==> config.mk <==
export PLATFORM = sky130hd
export DESIGN_NAME = modular_exponentiation_unit
export DESIGN_NICKNAME = d
export VERILOG_FILES = /design/src/rtl/core/mexp_pkg.sv /design/src/rtl/core/modular_exponentiation_unit.sv /design/src/rtl/core/mexp_ucode_rom.sv /design/src/rtl/core/mexp_sequencer.sv /design/src/rtl/core/mexp_datapath.sv
export SDC_FILE = /design/constraint.sdc
export NUM_CORES = 1
export LEC_CHECK = 0
export BUFFER_PORTS_ARGS = -buffer_cell sky130_fd_sc_hd__buf_2
export CORE_MARGIN = 2
export CORE_UTILIZATION = 61
export CTS_CLUSTER_SIZE = 10
export DETAILED_ROUTE_END_ITERATION = 7
export GPL_TIMING_DRIVEN = 0
export HOLD_SLACK_MARGIN = 0.05
export PLACE_DENSITY_LB_ADDON = 0.05
export SLEW_MARGIN = 20
export SYNTH_ARGS = -nofsm -noshare
export SYNTH_HDL_FRONTEND = slang
export SYNTH_HIERARCHICAL = 1
export SYNTH_SLANG_ARGS = --single-unit
==> constraint.sdc <==
create_clock -name clk_i -period 9.7 [get_ports clk_i]
set_input_delay 0.97 -clock clk_i [delete_from_list [all_inputs] [get_ports clk_i]]
set_output_delay 0.97 -clock clk_i [all_outputs]
set_load 0.005 [all_outputs]
==> src/rtl/core/mexp_pkg.sv <==
// package for the modular exponentiation unit: microcode types, program table, status struct
package mexp_pkg;

  localparam int ResultWidth = 32;
  localparam int PcWidth = 4;

  typedef logic [PcWidth-1:0] upc_t;

  // datapath operations
  typedef enum logic [3:0] {
    OP_NONE,
    OP_LOAD,
    OP_INIT,
    OP_RED_STEP,
    OP_MUL_STEP,
    OP_SQ_FROM_Z,
    OP_ACC_FROM_Z,
    OP_SETUP_ACC,
    OP_SETUP_SQ,
    OP_SHIFT_E,
    OP_WRITE_OUT,
    OP_WRITE_ERR
  } dp_op_e;

  // jump conditions
  typedef enum logic [3:0] {
    C_NEVER,
    C_ALWAYS,
    C_NO_IN,
    C_MOD_ZERO,
    C_CNT_NZ,
    C_EXP_ZERO,
    C_EXP_EVEN,
    C_EXP_ONE,
    C_OUT_FULL
  } cond_e;

  typedef struct packed {
    logic   accept;
    dp_op_e op;
    cond_e  cond;
    upc_t   target;
  } ctrl_word_t;

  typedef struct packed {
    logic mod_zero;
    logic exp_zero;
    logic exp_even;
    logic exp_one;
    logic in_valid;
    logic out_full;
  } dp_status_t;

  // program addresses
  localparam upc_t AddrFetch   = 4'd0;
  localparam upc_t AddrCheck   = 4'd1;
  localparam upc_t AddrReduce  = 4'd2;
  localparam upc_t AddrSqInit  = 4'd3;
  localparam upc_t AddrTest    = 4'd4;
  localparam upc_t AddrSetAcc  = 4'd5;
  localparam upc_t AddrMulAcc  = 4'd6;
  localparam upc_t AddrAccOut  = 4'd7;
  localparam upc_t AddrShift   = 4'd8;
  localparam upc_t AddrSetSq   = 4'd9;
  localparam upc_t AddrMulSq   = 4'd10;
  localparam upc_t AddrSqOut   = 4'd11;
  localparam upc_t AddrDone    = 4'd12;
  localparam upc_t AddrDoneRet = 4'd13;
  localparam upc_t AddrErr     = 4'd14;
  localparam upc_t AddrErrRet  = 4'd15;

  function automatic ctrl_word_t ucode_fetch(upc_t pc);
    ctrl_word_t w;
    w = '{accept: 1'b0, op: OP_NONE, cond: C_NEVER, target: AddrFetch};
    case (pc)
      AddrFetch:   w = '{accept: 1'b1, op: OP_LOAD,       cond: C_NO_IN,    target: AddrFetch};
      AddrCheck:   w = '{accept: 1'b0, op: OP_INIT,       cond: C_MOD_ZERO, target: AddrErr};
      AddrReduce:  w = '{accept: 1'b0, op: OP_RED_STEP,   cond: C_CNT_NZ,   target: AddrReduce};
      AddrSqInit:  w = '{accept: 1'b0, op: OP_SQ_FROM_Z,  cond: C_NEVER,    target: AddrFetch};
      AddrTest:    w = '{accept: 1'b0, op: OP_NONE,       cond: C_EXP_ZERO, target: AddrDone};
      AddrSetAcc:  w = '{accept: 1'b0, op: OP_SETUP_ACC,  cond: C_EXP_EVEN, target: AddrShift};
      AddrMulAcc:  w = '{accept: 1'b0, op: OP_MUL_STEP,   cond: C_CNT_NZ,   target: AddrMulAcc};
      AddrAccOut:  w = '{accept: 1'b0, op: OP_ACC_FROM_Z, cond: C_NEVER,    target: AddrFetch};
      AddrShift:   w = '{accept: 1'b0, op: OP_SHIFT_E,    cond: C_EXP_ONE,  target: AddrDone};
      AddrSetSq:   w = '{accept: 1'b0, op: OP_SETUP_SQ,   cond: C_NEVER,    target: AddrFetch};
      AddrMulSq:   w = '{accept: 1'b0, op: OP_MUL_STEP,   cond: C_CNT_NZ,   target: AddrMulSq};
      AddrSqOut:   w = '{accept: 1'b0, op: OP_SQ_FROM_Z,  cond: C_ALWAYS,   target: AddrSetAcc};
      AddrDone:    w = '{accept: 1'b0, op: OP_WRITE_OUT,  cond: C_OUT_FULL, target: AddrDone};
      AddrDoneRet: w = '{accept: 1'b0, op: OP_NONE,       cond: C_ALWAYS,   target: AddrFetch};
      AddrErr:     w = '{accept: 1'b0, op: OP_WRITE_ERR,  cond: C_OUT_FULL, target: AddrErr};
      AddrErrRet:  w = '{accept: 1'b0, op: OP_NONE,       cond: C_ALWAYS,   target: AddrFetch};
      default:     w = '{accept: 1'b0, op: OP_NONE,       cond: C_ALWAYS,   target: AddrFetch};
    endcase
    return w;
  endfunction

endpackage

==> src/rtl/core/modular_exponentiation_unit.sv <==
// top level of the modular exponentiation unit: base^exponent mod modulus
//
// input channel: in_valid_i / in_stall_o with base, exponent and modulus.
// the unit takes one operand set at a time; in_stall_o is low only while
// the sequencer waits at its fetch step.
// output channel: out_valid_o / out_stall_i with power_result_o and
// modulus_error_o, held in an output register, so a new operand set is
// taken while a finished result still waits for its transfer.
// a zero modulus returns with the error flag set and result 0. otherwise the
// base is first reduced mod the modulus, then each exponent bit takes up to
// two modular products plus a shift. the shift-add modular step does one add
// and two compares per bit of the multiplier.
// reset: the step counter returns to fetch and the output register empties.
// a stalled receiver holds the result; the program waits at its write step.
module modular_exponentiation_unit import mexp_pkg::*; #(
  parameter int OPERAND_WIDTH = 32
) (
  input  logic                   clk_i,
  input  logic                   rst_ni,
  input  logic                   in_valid_i,
  output logic                   in_stall_o,
  input  logic [ResultWidth-1:0] base_value_i,
  input  logic [ResultWidth-1:0] exponent_value_i,
  input  logic [ResultWidth-1:0] modulus_value_i,
  output logic                   out_valid_o,
  input  logic                   out_stall_i,
  output logic [ResultWidth-1:0] power_result_o,
  output logic                   modulus_error_o
);

  upc_t       upc;
  ctrl_word_t ctrl;
  dp_status_t status;

  mexp_ucode_rom u_rom (
    .upc_i  (upc),
    .ctrl_o (ctrl)
  );

  mexp_sequencer #(
    .OPERAND_WIDTH (OPERAND_WIDTH)
  ) u_seq (
    .clk_i    (clk_i),
    .rst_ni   (rst_ni),
    .ctrl_i   (ctrl),
    .status_i (status),
    .upc_o    (upc)
  );

  mexp_datapath #(
    .OPERAND_WIDTH (OPERAND_WIDTH)
  ) u_dp (
    .clk_i            (clk_i),
    .rst_ni           (rst_ni),
    .ctrl_i           (ctrl),
    .in_valid_i       (in_valid_i),
    .base_value_i     (base_value_i),
    .exponent_value_i (exponent_value_i),
    .modulus_value_i  (modulus_value_i),
    .out_stall_i      (out_stall_i),
    .out_valid_o      (out_valid_o),
    .power_result_o   (power_result_o),
    .modulus_error_o  (modulus_error_o),
    .status_o         (status)
  );

  assign in_stall_o = !ctrl.accept;

endmodule

==> src/rtl/core/mexp_ucode_rom.sv <==
// microcode store: maps the step counter to its control word
module mexp_ucode_rom import mexp_pkg::*; (
  input  upc_t       upc_i,
  output ctrl_word_t ctrl_o
);

  assign ctrl_o = ucode_fetch(upc_i);

endmodule

==> src/rtl/core/mexp_sequencer.sv <==
// step counter, loop counter and conditional jump logic
module mexp_sequencer import mexp_pkg::*; #(
  parameter int OPERAND_WIDTH = 32
) (
  input  logic       clk_i,
  input  logic       rst_ni,
  input  ctrl_word_t ctrl_i,
  input  dp_status_t status_i,
  output upc_t       upc_o
);

  localparam int CntWidth = $clog2(OPERAND_WIDTH);
  localparam logic [CntWidth-1:0] CntLast = CntWidth'(OPERAND_WIDTH - 1);

  upc_t upc_q, upc_d;
  logic [CntWidth-1:0] cnt_q, cnt_d;
  logic taken;

  always_comb begin
    taken = 1'b0;
    case (ctrl_i.cond)
      C_NEVER:    taken = 1'b0;
      C_ALWAYS:   taken = 1'b1;
      C_NO_IN:    taken = !status_i.in_valid;
      C_MOD_ZERO: taken = status_i.mod_zero;
      C_CNT_NZ:   taken = (cnt_q != '0);
      C_EXP_ZERO: taken = status_i.exp_zero;
      C_EXP_EVEN: taken = status_i.exp_even;
      C_EXP_ONE:  taken = status_i.exp_one;
      C_OUT_FULL: taken = status_i.out_full;
      default:    taken = 1'b0;
    endcase
  end

  always_comb begin
    upc_d = taken ? ctrl_i.target : upc_q + upc_t'(1);
    cnt_d = cnt_q;
    // loop counter counts down while looping, reloads on exit
    if (ctrl_i.cond == C_CNT_NZ) begin
      cnt_d = (cnt_q != '0) ? cnt_q - CntWidth'(1) : CntLast;
    end
  end

  always_ff @(posedge clk_i or negedge rst_ni) begin
    if (!rst_ni) begin
      upc_q <= AddrFetch;
      cnt_q <= CntLast;
    end else begin
      upc_q <= upc_d;
      cnt_q <= cnt_d;
    end
  end

  assign upc_o = upc_q;

endmodule

==> src/rtl/core/mexp_datapath.sv <==
// operand registers, shift-add modular step and output register
module mexp_datapath import mexp_pkg::*; #(
  parameter int OPERAND_WIDTH = 32
) (
  input  logic                   clk_i,
  input  logic                   rst_ni,
  input  ctrl_word_t             ctrl_i,
  input  logic                   in_valid_i,
  input  logic [ResultWidth-1:0] base_value_i,
  input  logic [ResultWidth-1:0] exponent_value_i,
  input  logic [ResultWidth-1:0] modulus_value_i,
  input  logic                   out_stall_i,
  output logic                   out_valid_o,
  output logic [ResultWidth-1:0] power_result_o,
  output logic                   modulus_error_o,
  output dp_status_t             status_o
);

  localparam int W = OPERAND_WIDTH;
  localparam int SumWidth = W + 2;

  logic [W-1:0] m_q, e_q, a_q, b_q, z_q, acc_q, sq_q;
  logic [W-1:0] z_next, addend;
  logic [SumWidth-1:0] sum, mod1, mod2, diff1, diff2;
  logic [ResultWidth-1:0] res_q;
  logic err_q, out_valid_q, out_free;

  assign out_free = !out_valid_q || !out_stall_i;

  // 2z + addend lies below 3m, so one of three candidates is the residue
  always_comb begin
    if (ctrl_i.op == OP_RED_STEP) begin
      addend = b_q[W-1] ? W'(1) : '0;
    end else begin
      addend = b_q[W-1] ? a_q : '0;
    end
    sum   = SumWidth'({z_q, 1'b0}) + SumWidth'(addend);
    mod1  = SumWidth'(m_q);
    mod2  = SumWidth'({m_q, 1'b0});
    diff1 = sum - mod1;
    diff2 = sum - mod2;
    if (sum >= mod2) begin
      z_next = diff2[W-1:0];
    end else if (sum >= mod1) begin
      z_next = diff1[W-1:0];
    end else begin
      z_next = sum[W-1:0];
    end
  end

  always_ff @(posedge clk_i) begin
    case (ctrl_i.op)
      OP_LOAD: begin
        if (in_valid_i) begin
          m_q <= W'(modulus_value_i);
          e_q <= W'(exponent_value_i);
          b_q <= W'(base_value_i);
          z_q <= '0;
        end
      end
      OP_INIT:       acc_q <= (m_q == W'(1)) ? '0 : W'(1);
      OP_RED_STEP,
      OP_MUL_STEP: begin
        z_q <= z_next;
        b_q <= {b_q[W-2:0], 1'b0};
      end
      OP_SQ_FROM_Z:  sq_q <= z_q;
      OP_ACC_FROM_Z: acc_q <= z_q;
      OP_SETUP_ACC: begin
        a_q <= acc_q;
        b_q <= sq_q;
        z_q <= '0;
      end
      OP_SETUP_SQ: begin
        a_q <= sq_q;
        b_q <= sq_q;
        z_q <= '0;
      end
      OP_SHIFT_E:    e_q <= {1'b0, e_q[W-1:1]};
      OP_WRITE_OUT: begin
        if (out_free) begin
          res_q <= ResultWidth'(acc_q);
          err_q <= 1'b0;
        end
      end
      OP_WRITE_ERR: begin
        if (out_free) begin
          res_q <= '0;
          err_q <= 1'b1;
        end
      end
      default: ;
    endcase
  end

  always_ff @(posedge clk_i or negedge rst_ni) begin
    if (!rst_ni) begin
      out_valid_q <= 1'b0;
    end else if ((ctrl_i.op == OP_WRITE_OUT || ctrl_i.op == OP_WRITE_ERR) && out_free) begin
      out_valid_q <= 1'b1;
    end else if (!out_stall_i) begin
      out_valid_q <= 1'b0;
    end
  end

  assign out_valid_o     = out_valid_q;
  assign power_result_o  = res_q;
  assign modulus_error_o = err_q;

  assign status_o = '{
    mod_zero: (m_q == '0),
    exp_zero: (e_q == '0),
    exp_even: !e_q[0],
    exp_one:  (e_q == W'(1)),
    in_valid: in_valid_i,
    out_full: out_valid_q && out_stall_i
  };

endmodule
==> results.md <==
* Drt first pass iters at 5
* Avg Cell Area, Syn at roughly 11 µm²
* Post-synth EDFFs at 257
* Overflow after GRT at 0
* Syn_nets at 1683
* Critical path origin: u_seq/upc_o[0]
* CP top delay family: compound AO/OA/AOI/OAI gates
* Worst R2R Path Depth at 30
* Largest net degree at the start of global routing at 39
* Cell mode on critical path: a21oi_1
* Gr usage total at 28.34%
* CTS clk-pin slew, worst paths at 50 ps
* Final hold vios at 0
* YS warnings at 6
* Critical path class: register to register
* Ratio of cells with drive above 1 in the final layout at roughly 18%
* CP Capture Type: register
* Io pins at 135
* Slew Limit Fails at 0
* Critical path arrival at 8960 ps
* Hold crit path type: input pin to async pin
* CP endpoint: u_dp/z_q[22]
* Min Tclk post-route at just under 9000 ps
* Slew Limit Headroom at about a third
* Routed wire length at 40110 µm
* Crit-path max cell delay at 570 ps
* CTS Buffer Depth at 3
* #FFs+latches synth at 267
* CTS H-tree depth at 2
* Resize count post-CTS at 0
* Post-DR wirelength/cell at between 20 and 25 µm
* RePlAce Congestion at 0.9066
* Distinct cells, synth at 81
* Antenna violations before repair at 1
* CTS tree: done
* Final instance area at 18680 µm²
* Die Ht at 168.2 µm
* Final setup viols at 0
* Root buffer cell: clkbuf_16
* Hold_buf cts at 0
* CTS Sinks at 267
* Die Wd at ~170 µm
* First-pass GRT wire length at roughly 63000 µm
* Max cap viols at 0
* Critical Path Fanout Max at 11
* FF-to-FF setup slack at 960 ps
* N_diodes at 0
* DR vias at 12110
* Detail Placement HPWL at 30820 µm
* Core ar. at 26730 µm²
* Synth Flop Type: edfxtp_1
* Ys async rst share at under 10%
* Post-layout util at between 60% and 70%
* RSZ-0062 raised after global routing: false
* Post-CTS Setup Repair Bufs at 0
* TritonCTS Buffers at 34
* Worst Setup Start Kind: register
* Max Fclk at 0.1144 GHz
* Final ANT Viol Nets at 0
* Port Buf Inserts at 134
* Post-synthesis sequential area ratio at 48.49%
* Initial Util at a little over 60%
* Terminus of the critical flop-to-flop path: u_dp/z_q[22]
* Worst slew pin tran at approximately 1000 ps
* Layout area overhead at 13.63%
* Crit path buffers/inverters at 5
* Vias in the first global route at roughly 12000
* Placed inst area at between 15000 and 20000 µm²
* Die area at ~28000 µm²
* Sum Neg Setup Slack at 0 ps
* Post-route clock skew at between 15 and 20 ps
* Later-pin clock latency in the skew report at 510 ps
* Status: finished, final reports clean
* # DRC at 0
* Reg2reg start: u_seq/upc_o[0]
* Iteration-0 DRC Markers at 1118
* WP data required at about 10000 ps
* Gate Count Post-Synth at 1476
* Final #Nets at 1859
* Final Cycle Share at 90.08%
* Slowest-stage cell, CP: dfrtp_1
* Vias per cell at 6.048
* Post-synth design cell area at 16440 µm²
* WP depth at 30
* Rows at 60
-- cell families after synthesis --
kind of cell               Yosys count  synth area share [%]
and+or+nand+nor                    432                 13.86
AOI/OAI and AO/OA                  366                 15.11
DFF                                267                 48.49
buffers and inverters              116                 2.823
adders and majority gates          107                 8.279
muxes                               99                 6.688
xor gates and xnor gates            89                 4.741
-- routing by layer --
metal | track usage, % | wire length, µm | part of all wire (%)
met1 | 41.45 | 19120 | 48
met3 | 3.362 | 2222 | 5.5
met4 | 7.309 | 819 | 2.0
met5 | 0 | 13 | 0.032
met2 | 45.44 | 17940 | 45
-- cell usage in the layout (no fill, tap or decap), types with 21 or more instances in the layout --
master | Yosys | routed
mux2_2 | 65 | 65
clkbuf_16 | 0 | 35
nor3_1 | 22 | 21
mux2i_1 | 30 | 30
a22oi_1 | 32 | 32
a21o_1 | 58 | 58
nand2_1 | 115 | 114
ha_1 | 104 | 104
edfxtp_1 | 257 | 257
nand3_1 | 30 | 30
inv_1 | 60 | 59
o22ai_1 | 24 | 24
and2_1 | 100 | 100
a21oi_1 | 88 | 88
xnor2_1 | 53 | 53
o21ai_0 | 49 | 48
buf_2 | 5 | 139
nor2_1 | 58 | 55
clkbuf_1 | 46 | 48
xor2_1 | 36 | 36
-- Yosys cell counts (15+ instances only) --
library cell  number  area [µm²]
mux2i_1           30       300.3
nand3_1           30       150.1
xnor2_1           53       464.2
inv_1             60       225.2
a21oi_1           88       440.4
mux2_2            65       732.0
o21a_1            20       150.1
ha_1             104        1301
xor2_1            36       315.3
a22oi_1           32       240.2
o22ai_1           24       150.1
edfxtp_1         257        7717
and2_1           100       625.6
nor2b_1           16       100.1
nor4_1            18       112.6
o21ai_0           49       245.2
nor2_1            58       217.7
nand2b_1          15       93.84
clkbuf_1          46       172.7
a21o_1            58       435.4
nand2_1          115       431.7
nor3_1            22       110.1
-- worst reg2reg max path, delay by kind of cell, from the launching register on --
kind	cells	cell delay [ps]
AOI/OAI and AO/OA	13	3310
and+or+nand+nor	8	1700
buffers and inverters	5	1550
adders and majority gates	3	1010
DFF	1	570
xor gates and xnor gates	1	360
-- worst min-delay path by stage --
stage | start | endpoint
after floorplan | u_dp/z_q[10] | u_dp/sq_q[10]
after global placement | u_dp/z_q[19] | u_dp/sq_q[19]
after detailed placement | u_dp/z_q[1] | u_dp/sq_q[1]
after CTS | rst_ni | u_dp/out_valid_o
after global routing | rst_ni | u_dp/out_valid_o
final | rst_ni | u_dp/out_valid_o
-- stage by stage --
stage	hold WS, ps	worst slack, ps	std cells
3_3_place_gp	464.2	1198	1951
6_report	326.0	962.1	2003
2_1_floorplan	448.1	2903	1476
3_5_place_dp	480.4	1089	1957
5_1_grt	338.0	282.0	2003
4_1_cts	315.4	1103	2003
-- state kept, by name, indices dropped and copies added (netlist names) --
signal                count
u_dp/b_q                 32
u_dp/acc_q               32
u_dp/m_q                 32
u_dp/power_result_o      32
u_dp/out_valid_o          1
u_dp/sq_q                32
u_dp/e_q                 32
u_dp/modulus_error_o      1
u_seq/upc_o               4
u_seq/cnt_q               5
u_dp/a_q                 32
u_dp/z_q                 32
-- area by class of cell --
| type | count | area, µm² |
|---|---|---|
| buffer | 56 | 240.2 |
| clock buffer | 38 | 887.1 |
| clock inverter | 8 | 66.31 |
| fill | 2008 | 8041 |
| inverter | 60 | 225.2 |
| multi-input combinational | 1093 | 8051 |
| sequential | 267 | 7974 |
| tap | 341 | 426.7 |
| timing repair buffer | 140 | 813.3 |
Power is not shown: default switching activity piles up to over one toggle a cycle in this logic, so the estimate is an artifact.
